`src/rtl/scale_space_maxima_refine_core_defines.svh`:
```
// assertion macros for the scale-space maxima refine core
`ifndef SCALE_SPACE_MAXIMA_REFINE_CORE_DEFINES_SVH
`define SCALE_SPACE_MAXIMA_REFINE_CORE_DEFINES_SVH

// same-cycle implication, sampled on clk, off during reset
`define SSMR_ASSERT_IMPLY(label, ante, cons, msg) \
    label: assert property (@(posedge clk) disable iff (!rst_n) (ante) |-> (cons)) \
        else $error(msg);

// next-cycle implication, sampled on clk, off during reset
`define SSMR_ASSERT_NEXT(label, ante, cons, msg) \
    label: assert property (@(posedge clk) disable iff (!rst_n) (ante) |=> (cons)) \
        else $error(msg);

`endif

```
`src/rtl/ssmr_pkg.sv`:
```
package ssmr_pkg;

    localparam int APB_AW = 5;
    localparam logic [13:0] KEPT_MAX = 14'd16383;

    localparam logic OP_LOAD  = 1'b0;
    localparam logic OP_QUERY = 1'b1;

    localparam logic [2:0] REG_SIZE_X     = 3'd0;
    localparam logic [2:0] REG_SIZE_Y     = 3'd1;
    localparam logic [2:0] REG_SIZE_Z     = 3'd2;
    localparam logic [2:0] REG_NUM_SCALES = 3'd3;
    localparam logic [2:0] REG_NBH_SIZE   = 3'd4;

    typedef struct packed {
        logic              opcode;
        logic [4:0]        pos_x;
        logic [4:0]        pos_y;
        logic [3:0]        pos_z;
        logic [1:0]        scale_index;
        logic signed [15:0] sample_value;
    } in_word_t;

    typedef struct packed {
        logic              keep;
        logic [4:0]        out_x;
        logic [4:0]        out_y;
        logic [3:0]        out_z;
        logic signed [15:0] out_value;
        logic [13:0]       kept_rank;
    } out_word_t;

    typedef struct packed {
        logic [5:0] size_x;
        logic [5:0] size_y;
        logic [4:0] size_z;
        logic [2:0] num_scales;
        logic [3:0] neighborhood_size;
    } cfg_t;

    typedef struct packed {
        logic query_capture;
        logic load_write;
        logic bounds_load;
        logic scan_start;
        logic scan_step;
        logic result_load;
    } ctrl_cmd_t;

    typedef struct packed {
        logic empty;
        logic last;
        logic hit;
        logic out_free;
    } dp_status_t;

    typedef enum logic [2:0] {
        ST_IDLE,
        ST_SETUP,
        ST_START,
        ST_SCAN,
        ST_DRAIN,
        ST_DONE
    } state_t;

endpackage

```
`src/rtl/ssmr_ctrl.sv`:
```
module ssmr_ctrl (
    input  logic                 clk,
    input  logic                 rst_n,
    input  logic                 req_valid,
    input  logic                 req_opcode,
    input  ssmr_pkg::dp_status_t status,
    output logic                 req_ready,
    output ssmr_pkg::ctrl_cmd_t  cmd
);
    import ssmr_pkg::*;

    state_t state_reg;
    state_t state_next;

    always_comb
    begin
        state_next = state_reg;
        unique case (state_reg)
            ST_IDLE:
            begin
                if (req_valid && req_opcode == OP_QUERY)
                begin
                    state_next = ST_SETUP;
                end
            end
            ST_SETUP: state_next = ST_START;
            ST_START: state_next = status.empty ? ST_DONE : ST_SCAN;
            ST_SCAN:
            begin
                priority if (status.hit)
                begin
                    state_next = ST_DONE;
                end
                else if (status.last)
                begin
                    state_next = ST_DRAIN;
                end
            end
            ST_DRAIN: state_next = ST_DONE;
            ST_DONE:
            begin
                if (status.out_free)
                begin
                    state_next = ST_IDLE;
                end
            end
            default: state_next = ST_IDLE;
        endcase
    end

    always_comb
    begin
        req_ready = 1'b0;
        cmd       = '0;
        unique case (state_reg)
            ST_IDLE:
            begin
                req_ready         = 1'b1;
                cmd.query_capture = req_valid && req_opcode == OP_QUERY;
                cmd.load_write    = req_valid && req_opcode == OP_LOAD;
            end
            ST_SETUP: cmd.bounds_load = 1'b1;
            ST_START: cmd.scan_start = 1'b1;
            ST_SCAN:  cmd.scan_step = 1'b1;
            ST_DRAIN: cmd = '0;
            ST_DONE:  cmd.result_load = status.out_free;
            default:  cmd = '0;
        endcase
    end

    always_ff @(posedge clk or negedge rst_n)
    begin
        if (!rst_n)
        begin
            state_reg <= ST_IDLE;
        end
        else
        begin
            state_reg <= state_next;
        end
    end

endmodule

```
`config.mk`:
```
export PLATFORM = sky130hd
export DESIGN_NAME = ssmr_ctrl
export DESIGN_NICKNAME = d
export VERILOG_FILES = /design/src/rtl/scale_space_maxima_refine_core_defines.svh /design/src/rtl/ssmr_pkg.sv /design/src/rtl/ssmr_ctrl.sv
export SDC_FILE = /design/constraint.sdc
export NUM_CORES = 1
export LEC_CHECK = 0
export ABC_AREA = 1
export BUFFER_PORTS_ARGS = -buffer_cell sky130_fd_sc_hd__buf_2
export CAP_MARGIN = 0
export CORE_AREA = 2 2 39 41
export CTS_CLUSTER_DIAMETER = 100
export DETAILED_ROUTE_END_ITERATION = 10
export DIE_AREA = 0 0 41 43
export GPL_ROUTABILITY_DRIVEN = 0
export REMOVE_ABC_BUFFERS = 1
export SKIP_LAST_GASP = 1
export SYNTH_ARGS = -nofsm -noshare
export SYNTH_HDL_FRONTEND = slang
export SYNTH_SLANG_ARGS = --single-unit
```
`constraint.sdc`:
```
create_clock -name clk -period 1.55 [get_ports clk]
set_input_delay 0.31 -clock clk [delete_from_list [all_inputs] [get_ports clk]]
set_output_delay 0.31 -clock clk [all_outputs]
set_load 0.05 [all_outputs]
```
# Yosys cells after proc, flatten, opt, wreduce, memory -nomap -nowiden
# Cells that the tools add are included.
[classes]
n_bitwise = 1
n_reduce_logical = 4
eq_ne = 8
n_mux = 12
[op_table]
columns = ["op", "count"]
rows = [
  ["$pmux W3 S6", 1],
  ["$mux W3", 5],
  ["$eq A3 B2 Y1 const B", 2],
  ["$eq A3 B3 Y1 const B", 2],
  ["$mux W1", 5],
  ["$ne A2 B2 Y1 const B", 2],
  ["$eq A3 B1 Y1 const B", 1],
  ["$logic_not A3 Y1", 1],
  ["$ne A3 B3 Y1 const B", 1],
  ["$reduce_and A3 Y1", 1],
  ["$logic_and A1 B1 Y1", 2],
  ["$mux W2", 1],
  ["$not A1 Y1", 1],
]
[totals]
wordCells = 26
inputBits = 8
reg_bits = 3
out_inout_bits = 7

# Longest topological paths before layout
[logic_depth]
depth_word = 3
depth_mapped = 7
depth_no_buf = 7

# Worst setup path after synthesis
# OpenSTA, ideal clock, no wires.
[synth_timing]
path_type = "flip-flop to output port"
start = "register state_reg[0]"
end = "output port cmd[4] (netlist name)"
slack_ps = -533
stages_incl_launch_ff = 7
arrival_ps = 1773
path_buffers = 1
t_required_ps = 1240
cell_sequence = "dfrtp_1 buf_4 nor2_4 nand2_1 inv_1 nand2_1 nor2_1"
[synth_rtl]
columns = ["element", "line_no", "source"]
rows = [
  ["start, declared", "ssmr_ctrl.sv:12", "state_t state_reg;"],
  ["start signal, assigned", "ssmr_ctrl.sv:79", "state_reg <= state_next;"],
  ["end, declared", "ssmr_ctrl.sv:8", "output ssmr_pkg::ctrl_cmd_t cmd"],
]

==> results.md <==
* Cells taking the most area after synthesis: dfrtp_1 (28%), nor2_1 (11%), nand2_1 (9.8%), nand3_1 (9.3%), nor2_4 (8.4%)
* GRT Total Usage at 0.110
* Fillers at 158
* Core footprint at 1380 µm²
* Unrepaired setup endpoints after global routing: true
* Clock Sink Count at 3
* Worst r2r path cells at 7
* Crit Path Max Fanout at 7
* ANT nets after route at 0
* Final Cell Area at 464 µm²
* Routed wire length at 752 µm
* Root Buffer: clkbuf_4
* Ports at 15
* Cell Area, Synth at 269 µm²
* Largest net degree at the start of global routing at 8
* First-pass GRT wire length at 1260 µm
* Placed cell areas at 359 µm²
* Predominant post-synthesis flop cell: dfrtp_1
* Initial antenna violation count at 0
* CP Capture Type: output pin
* Worst Path Arrival at 1.26 ns
* Kind of start point of the critical path: flop
* Grt ovf at 0
* Final Max Tran Viols at 0
* Worst skew pair latency at 0.24 ns
* Drt initial violations at 1
* Largest area contributor in the netlist: dfrtp_1
* Min-delay worst type: in2async
* Area Overhead vs Synth at 72.6%
* H-Tree Level Count at 1
* EDFF count, synth at 0
* Clk buf depth at 2
* Syn Area/Cell at 6.40 µm²
* DIE AREA at 1760 µm²
* Status: finished with violations
* Register area share after synthesis at 0.279
* Synth warnings at 0
* Cell Pwr Density at 2360 nW/µm²
* CP Data Required Time at 1.24 ns
* Final Cycle Share at 1.01
* Reg-to-reg critical path startpoint: state_reg[0]$_DFFE_PN0P_
* CTS tree: yes
* Failing checks: setup timing
* Clock-pin slew on the worst setup and hold paths at 0.04 ns
* Setup violators final at 1
* Drt via density at 4.22
* Worst r2r dst: state_reg[0]$_DFFE_PN0P_
* Nets at 74
* Syn Inst Count at 42
* FMAX at 0.636 GHz
* Die Y at 43 µm
* Routed wire length per instance at 9.28 µm
* Post-synth top area share at 0.279
* Max-cap violations at 0
* Post-DP HPWL at 505 µm
* Initial Util at 0.194
* Largest register FFs at 3
* R2r setup slk at 0.40 ns
* Setup Skew at 0.00394 ns
* Relative slew slack at 0.830
* PnR worst setup slack at -0.0215 ns
* Final min period at 1.57 ns
* Fin util at 0.335
* Tightest Pin Transition at 0.257 ns
* Layout cell share with drive strength beyond 1 at 0.554
* Vias post-DR at 342
* VDD IR max at 0.000811 V
* Async set or reset register ratio after synthesis at 1.00
* Die width at 41 µm
* #FFs+latches synth at 3
* Number of global-route vias before repair at 324
* # port buffers at 14
* Post-synthesis cell type count at 15
* TritonCTS Buffers at 3
* Critical path class: reg2out
* Leakage power at 0.244 nW
* Final hold vios at 0
* Row count at 14
* Ant. Diodes at 0
* DRC viols at 0
* DRT Pass-1 Iters at 4
## placed cells by master (no fill, tap or decap), types with 2 or more instances in the layout
cell type	netlist	layout
nand2_1	7	5
nand3_1	5	5
dfrtp_2	0	2
buf_2	0	8
buf_4	1	7
buf_6	0	3
inv_1	5	4
nor2_2	1	3
o21ai_0	3	3
clkbuf_4	0	4
inv_2	1	2
nor2_4	2	2
nor2_1	8	6
nand2_2	2	4
## timing repair
action,4_1_cts,5_1_grt
setup buffers,3,1
endpoints found under the hold margin,3,0
endpoints found under the setup margin,7,7
resized for setup,6,14
pin swaps,2,2
hold buffers,1,0
## logic make-up after synthesis
logic type             share of synthesized area
AND/OR/NAND/NOR                            0.535
buffers and inverters                      0.112
AO/OA/AOI/OAI                             0.0744
flip-flops                                 0.279
## metrics by stage
| stage | cells | power, W | worst slack [ns] | hold slack (ns) | TNS, ns |
|---|---|---|---|---|---|
| floorplan | 41 | 0.000663 | -0.519 | 0.0144 | -1.05 |
| global placement | 72 | 0.000805 | 0.121 | 0.107 | 0 |
| detailed placement | 72 | 0.000808 | 0.106 | 0.108 | 0 |
| CTS | 80 | 0.00103 | -0.0208 | 0.391 | -0.0208 |
| global route | 81 | 0.00118 | -0.117 | 0.405 | -0.226 |
| finish | 81 | 0.00109 | -0.0215 | 0.390 | -0.0215 |
## layer usage
metal,global-route usage,vias to the layer above,part of all wire
met3,0.0157,4,0.048
met5,0,-,0
met2,0.156,11,0.49
met4,0.120,0,0.045
li1,-,180,-
met1,0.125,147,0.42
## report_power, final
part           switching [W]  total (W)  internal, W
clock network      0.0000457   0.000143    0.0000968
registers          0.0000673   0.000191     0.000123
logic               0.000487   0.000761     0.000274
## cell type report
type                       instances  area, µm²  area share
multi-input combinational         32        174       0.375
timing repair buffer              20        144       0.310
sequential                         3       77.6       0.167
clock buffer                       4       26.3      0.0566
inverter                           6       22.5      0.0485
tap                               16       20.0      0.0431
## cell usage after synthesis, types with 2 or more instances
master,instances
nand2_1,7
o21ai_0,3
nand2_2,2
dfrtp_1,3
nand3_1,5
nor2_1,8
nor2_4,2
inv_1,5
## worst max path at each step
stage	cells after the start	slack (ns)	endpoint	startpoint
floorplan	5	-0.52	cmd[4]	state_reg[0]$_DFFE_PN0P_
global placement	6	0.12	cmd[4]	state_reg[0]$_DFFE_PN0P_
detailed placement	6	0.11	cmd[4]	state_reg[0]$_DFFE_PN0P_
CTS	6	-0.02	cmd[4]	state_reg[0]$_DFFE_PN0P_
global route	6	-0.12	cmd[4]	state_reg[0]$_DFFE_PN0P_
finish	6	-0.02	cmd[4]	state_reg[0]$_DFFE_PN0P_
## worst max-delay path: stages, from the launching register on
cell and delay (ns):
dfrtp_2 0.46, nor2_4 0.14, nand2_2 0.07, inv_2 0.06, nand2_2 0.04, nor2_2 0.08, buf_6 0.16
(Power assumes the default switching activity.)
