### src/rtl/scale_space_maxima_refine_core_defines.svh
// assertion macros for the scale-space maxima refine core
`ifndef SCALE_SPACE_MAXIMA_REFINE_CORE_DEFINES_SVH
`define SCALE_SPACE_MAXIMA_REFINE_CORE_DEFINES_SVH

// same-cycle implication, sampled on clk, off during reset
`define SSMR_ASSERT_IMPLY(label, ante, cons, msg) \
    label: assert property (@(posedge clk) disable iff (!rst_n) (ante) |-> (cons)) \
        else $error(msg);

// next-cycle implication, sampled on clk, off during reset
`define SSMR_ASSERT_NEXT(label, ante, cons, msg) \
    label: assert property (@(posedge clk) disable iff (!rst_n) (ante) |=> (cons)) \
        else $error(msg);

`endif

### src/rtl/ssmr_pkg.sv
package ssmr_pkg;

    localparam int APB_AW = 5;
    localparam logic [13:0] KEPT_MAX = 14'd16383;

    localparam logic OP_LOAD  = 1'b0;
    localparam logic OP_QUERY = 1'b1;

    localparam logic [2:0] REG_SIZE_X     = 3'd0;
    localparam logic [2:0] REG_SIZE_Y     = 3'd1;
    localparam logic [2:0] REG_SIZE_Z     = 3'd2;
    localparam logic [2:0] REG_NUM_SCALES = 3'd3;
    localparam logic [2:0] REG_NBH_SIZE   = 3'd4;

    typedef struct packed {
        logic              opcode;
        logic [4:0]        pos_x;
        logic [4:0]        pos_y;
        logic [3:0]        pos_z;
        logic [1:0]        scale_index;
        logic signed [15:0] sample_value;
    } in_word_t;

    typedef struct packed {
        logic              keep;
        logic [4:0]        out_x;
        logic [4:0]        out_y;
        logic [3:0]        out_z;
        logic signed [15:0] out_value;
        logic [13:0]       kept_rank;
    } out_word_t;

    typedef struct packed {
        logic [5:0] size_x;
        logic [5:0] size_y;
        logic [4:0] size_z;
        logic [2:0] num_scales;
        logic [3:0] neighborhood_size;
    } cfg_t;

    typedef struct packed {
        logic query_capture;
        logic load_write;
        logic bounds_load;
        logic scan_start;
        logic scan_step;
        logic result_load;
    } ctrl_cmd_t;

    typedef struct packed {
        logic empty;
        logic last;
        logic hit;
        logic out_free;
    } dp_status_t;

    typedef enum logic [2:0] {
        ST_IDLE,
        ST_SETUP,
        ST_START,
        ST_SCAN,
        ST_DRAIN,
        ST_DONE
    } state_t;

endpackage

### src/rtl/ssmr_regs.sv
module ssmr_regs (
    input  logic                       clk,
    input  logic                       rst_n,
    input  logic                       psel,
    input  logic                       penable,
    input  logic                       pwrite,
    input  logic [ssmr_pkg::APB_AW-1:0] paddr,
    input  logic [31:0]                pwdata,
    output logic [31:0]                prdata,
    output logic                       pready,
    output ssmr_pkg::cfg_t             cfg
);
    import ssmr_pkg::*;

    cfg_t       cfg_reg;
    cfg_t       cfg_next;
    logic [2:0] reg_index;
    logic       wr_en;

    assign reg_index = paddr[4:2];
    assign wr_en     = psel && penable && pwrite;
    assign pready    = 1'b1;
    assign cfg       = cfg_reg;

    always_comb
    begin
        cfg_next = cfg_reg;
        if (wr_en)
        begin
            unique case (reg_index)
                REG_SIZE_X:     cfg_next.size_x = pwdata[5:0];
                REG_SIZE_Y:     cfg_next.size_y = pwdata[5:0];
                REG_SIZE_Z:     cfg_next.size_z = pwdata[4:0];
                REG_NUM_SCALES: cfg_next.num_scales = pwdata[2:0];
                REG_NBH_SIZE:   cfg_next.neighborhood_size = pwdata[3:0];
                default:        cfg_next = cfg_reg;
            endcase
        end
    end

    always_comb
    begin
        unique case (reg_index)
            REG_SIZE_X:     prdata = {26'd0, cfg_reg.size_x};
            REG_SIZE_Y:     prdata = {26'd0, cfg_reg.size_y};
            REG_SIZE_Z:     prdata = {27'd0, cfg_reg.size_z};
            REG_NUM_SCALES: prdata = {29'd0, cfg_reg.num_scales};
            REG_NBH_SIZE:   prdata = {28'd0, cfg_reg.neighborhood_size};
            default:        prdata = 32'd0;
        endcase
    end

    always_ff @(posedge clk or negedge rst_n)
    begin
        if (!rst_n)
        begin
            cfg_reg.size_x            <= 6'd32;
            cfg_reg.size_y            <= 6'd32;
            cfg_reg.size_z            <= 5'd16;
            cfg_reg.num_scales        <= 3'd4;
            cfg_reg.neighborhood_size <= 4'd3;
        end
        else
        begin
            cfg_reg <= cfg_next;
        end
    end

endmodule

### config.mk
export PLATFORM = sky130hd
export DESIGN_NAME = ssmr_regs
export DESIGN_NICKNAME = d
export VERILOG_FILES = /design/src/rtl/scale_space_maxima_refine_core_defines.svh /design/src/rtl/ssmr_pkg.sv /design/src/rtl/ssmr_regs.sv
export SDC_FILE = /design/constraint.sdc
export NUM_CORES = 1
export LEC_CHECK = 0
export ABC_AREA = 1
export BUFFER_PORTS_ARGS = -buffer_cell sky130_fd_sc_hd__buf_2
export CAP_MARGIN = 10
export CORE_ASPECT_RATIO = 0.8
export CORE_MARGIN = 2
export CORE_UTILIZATION = 42
export DETAILED_ROUTE_END_ITERATION = 6
export PLACE_DENSITY = 0.89
export SLEW_MARGIN = 20
export SYNTH_ARGS = -nofsm -noshare
export SYNTH_HDL_FRONTEND = slang
export SYNTH_SLANG_ARGS = --single-unit
### constraint.sdc
create_clock -name clk -period 1.5 [get_ports clk]
set_input_delay 0.3 -clock clk [delete_from_list [all_inputs] [get_ports clk]]
set_output_delay 0.3 -clock clk [all_outputs]
set_load 0.1 [all_outputs]
# Word-level counts from Yosys, hierarchy flattened
# Cells that the tools add are included.
[totals]
ff_bits = 24
inputBits = 42
wordCells = 18
[classes]
eq_ne = 4
n_mux = 1
reduce_logical = 8
[ops]
columns = ["operator", "count"]
rows = [
  ["6-bit one-hot mux with 5 select lines", 1],
  ["2-bit AND reduction", 5],
  ["3-bit by 2-bit == test with 1-bit output (second input constant)", 2],
  ["3-bit by 1-bit == test with 1-bit output (second input constant)", 1],
  ["3-bit == test (second input constant)", 1],
  ["3-bit zero test", 1],
  ["1-bit logical AND", 2],
]

# Longest topological paths before layout
[depth]
ltp_word = 3
ltp_mapped = 8
ltp_nobuf = 6

# Worst setup path before layout
# OpenSTA, ideal clock, no wires.
[synth_path]
kind = "register -> output"
startpoint = "reg cfg_reg (netlist bit cfg[10])"
endpoint = "out prdata[3]"
arrival_ns = 1.894
required_time_ns = 1.200
path_slack_ns = -0.694
path_stages_with_launch = 3
cell_sequence = "dfrtp_1 -> nand4_1 -> nand4_1"
[synth_between]
elab_chain_cells = 1
[synth_rtl]
columns = ["element", "line", "text"]
rows = [
  ["start, declared", "ssmr_regs.sv:15", "cfg_t cfg_reg;"],
  ["start signal, assigned", "ssmr_regs.sv:65", "cfg_reg <= cfg_next;"],
  ["6-bit one-hot mux with 5 select lines", "ssmr_regs.sv:43", "unique case (reg_index)"],
  ["end, declared", "ssmr_regs.sv:9", "output logic [31:0] prdata,"],
]
# No other way between the ends.

# Worst setup path in the final report
[layout_path]
startpoint = "reg cfg_reg (netlist bit cfg[6])"
endpoint = "out prdata[2]"
# Same word-level chain as after synthesis.

==> run_results.csv <==
group,metric,value,unit
outcome,status,"finished with violations",
outcome,violations,"hold timing, setup timing",
sta,grt_setup_unrepaired,"yes",
setup_path,criticalPathCategory,"reg -> out",
yosys,synthCells,178,
cells_and_area,fin_nets,279,
routing,routed_via_density,4.87,
floorplan,row_count,19,
routing,post_drt_wl_per_cell,14.4,µm
floorplan,die_area,0.00414,mm²
global_route,track_usage,0.183,
sta,setup_tns,-0.606,ns
cells_and_area,largest_register_ffs,24,
yosys,synth_top_area_cell,"dfrtp_1",
setup_path,cp-endpoint,"prdata[2]",
power_and_ir_drop,total_power,3.53,mW
cells_and_area,antenna_cells,0,
yosys,ys_ff_latch,24,
setup_path,ff2ff_setup_slack,0.53,ns
clock_tree,tritoncts,"done",
floorplan,initial_core_util,0.444,
setup_path,worstSetupStartpointType,"flop",
sta,finalWorstSetupSlack,-0.208,ns
yosys,syn_avg_cell_area,8.59,µm²
global_route,grt_overflow_total,0,
sta,min_period,1.71,ns
routing,firstDrtPassIters,4,
setup_path,worst-endpoint-required,1.20,ns
power_and_ir_drop,max-vdd-ir-drop,697,µV
sta,fin_hold_ws,-0.00322,ns
yosys,ys_warn_count,0,
global_route,grt_pass1_wl,5910,µm
cells_and_area,final_cell_mix,"nand2_1 (36), buf_2 (29), conb_1 (27), buf_12 (15), o21ai_2 (14)",
setup_path,startpoint,"cfg[6]$_DFFE_PN1P_",
clock_tree,cts_made_buffers,3,
floorplan,core-area,0.00345,mm²
floorplan,dieHeight,58.0,µm
routing,routed_wl,4010,µm
routing,ant_nets,0,
sta,skew,0,ns
setup_path,arrival,1.41,ns
placed_design,port_buffers,43,
clock_tree,clkSinkCount,24,
global_route,grt_pass1_vias,1287,
cells_and_area,area.growth.synth_to_final,48.0,%
yosys,synth_edf_count,0,
clock_tree,htreeDepth,1,
cells_and_area,seq_area,673,µm²
sta,setup_violations,7,
placed_design,gp_congestion,0.841,
power_and_ir_drop,p_leak,1.12,nW
setup_path,critPathCaptureType,"output pin",
yosys,ys.flop_type,"dfrtp_1",
clock_tree,cts_buffer_depth,2,
yosys,synthTopCellsByArea,"dfrtp_1 (29%), buf_4 (13%), nand2_1 (11%)",
job,cap_violations,0,
sta,maxSlewViolCount,0,
sta,hold_violations,4,
placed_design,hpwl,2730,µm
yosys,synthArstFlopShare,1.00,
setup_path,reg2regPathDepth,3,
yosys,ys_seq_area_frac,0.398,
cells_and_area,final_common_cell,"nand2_1",
power_and_ir_drop,p_per_area,1560,mW/mm²
global_route,grt_max_degree,25,
floorplan,io_pins,99,
cells_and_area,fill_cells,257,
yosys,ys_types,22,
sta,max_freq,586,MHz
clock_tree,clk_pin_slew,0.08,ns
routing,drc,0,
floorplan,die_w,71.5,µm
global_route,antenna_found_initial,0,
clock_tree,cts_root_buf,"clkbuf_8",
setup_path,crit_fanout,2,
yosys,yosys.area.top_type_share,0.295,
cells_and_area,multiInputGateArea,811,µm²
cells_and_area,drive_gt1_frac,0.576,
clock_tree,postCtsHoldBufs,0,
routing,drt-initial-drc-count,64,
worst_hold_path,min_path_type,"in -> async",
yosys,synth_area,0.00153,mm²
setup_path,r2r-start,"cfg[6]$_DFFE_PN1P_",
routing,vias,1355,
clock_tree,insertion_delay,0.27,ns
sta,worst_slew_pin_slew,0.525,ns
sta,fin_crit_sh,1.14,
setup_path,r2r-end,"cfg[6]$_DFFE_PN1P_",
sta,max-slew-margin-rel,0.650,
[power by group]
group	leakage, nW	internal (mW)	total [mW]	switching [mW]
clock	0.0288	0.235	0.441	0.207
sequential	0.273	0.847	0.954	0.108
combinational	0.819	0.462	2.13	1.67
[synthesized netlist by cell type (2+ instances only)]
library cell and count:
inv_2 2, dfstp_2 6, o21ai_1 5, o21ai_2 12, conb_1 2, nand2_1 44
nand3_1 9, nor2_1 6, o21ai_0 9, dfrtp_1 18, buf_4 27, nand2_2 3
nand3_2 2, buf_6 6, nand4_1 6, inv_1 14, nor3_4 2
[stage by stage]
| step | setup WS [ns] | hold WS (ns) | std cells | util | instance area, µm² |
|---|---|---|---|---|---|
| after floorplan | -0.430 | 0.00441 | 203 | - | 1780 |
| after global placement | -0.0649 | 0.295 | 266 | 0.601 | 2070 |
| after detailed placement | -0.0737 | 0.302 | 266 | 0.601 | 2070 |
| after CTS | -0.193 | 0.0203 | 276 | 0.641 | 2210 |
| after global routing | -0.251 | 0.0409 | 278 | 0.657 | 2260 |
| final | -0.208 | -0.00322 | 278 | 0.657 | 2260 |
[cell families (layout without fill, tap and decap cells)]
family | count (synthesis) | in the layout | share of synthesized area
buffers and inverters | 50 | 83 | 0.220
AOI/OAI and AO/OA | 26 | 26 | 0.115
DFF | 24 | 24 | 0.398
other | 2 | 27 | 0.00491
and+or+nand+nor | 76 | 76 | 0.263
[critical path: stages (launching register included)]
cell,delay [ns]
dfstp_4,0.62
nand4_1,0.11
nand2_1,0.12
nor2_2,0.05
nand2_4,0.06
buf_12,0.17
[worst min path at each step]
stage                from                  end  slack [ns]  cells past startpoint
floorplan           rst_n  cfg[12]$_DFFE_PN0P_       0.004                      0
global placement    rst_n  cfg[21]$_DFFE_PN0P_        0.29                      1
detailed placement  rst_n   cfg[3]$_DFFE_PN0P_        0.30                      1
CTS                 rst_n  cfg[15]$_DFFE_PN0P_        0.02                      1
global route        rst_n   cfg[9]$_DFFE_PN0P_        0.04                      1
finish              rst_n   cfg[9]$_DFFE_PN0P_      -0.003                      1
[layer usage]
layer  GRT usage  part of all wire  vias to the layer above
met5           0                 0                        -
met4      0.0566            0.0090                        0
met3      0.0330             0.070                        5
met2       0.321              0.53                       55
met1       0.231              0.39                      657
li1            -                 -                      638
[final cells by class]
class	instances	area share
multi-input cells	129	0.358
flip-flops and latches	24	0.297
repair buffers	62	0.266
inverters	17	0.0304
clock buffers	4	0.0243
well taps	42	0.0232
[timing repair]
item / 4_1_cts / 5_1_grt
endpoints found under the setup margin: 6 / 9
resized for setup: 13 / 10
pin swaps: 8 / 5
setup buffers: 6 / 2
No activity file was read; power rests on OpenSTA's default activity.
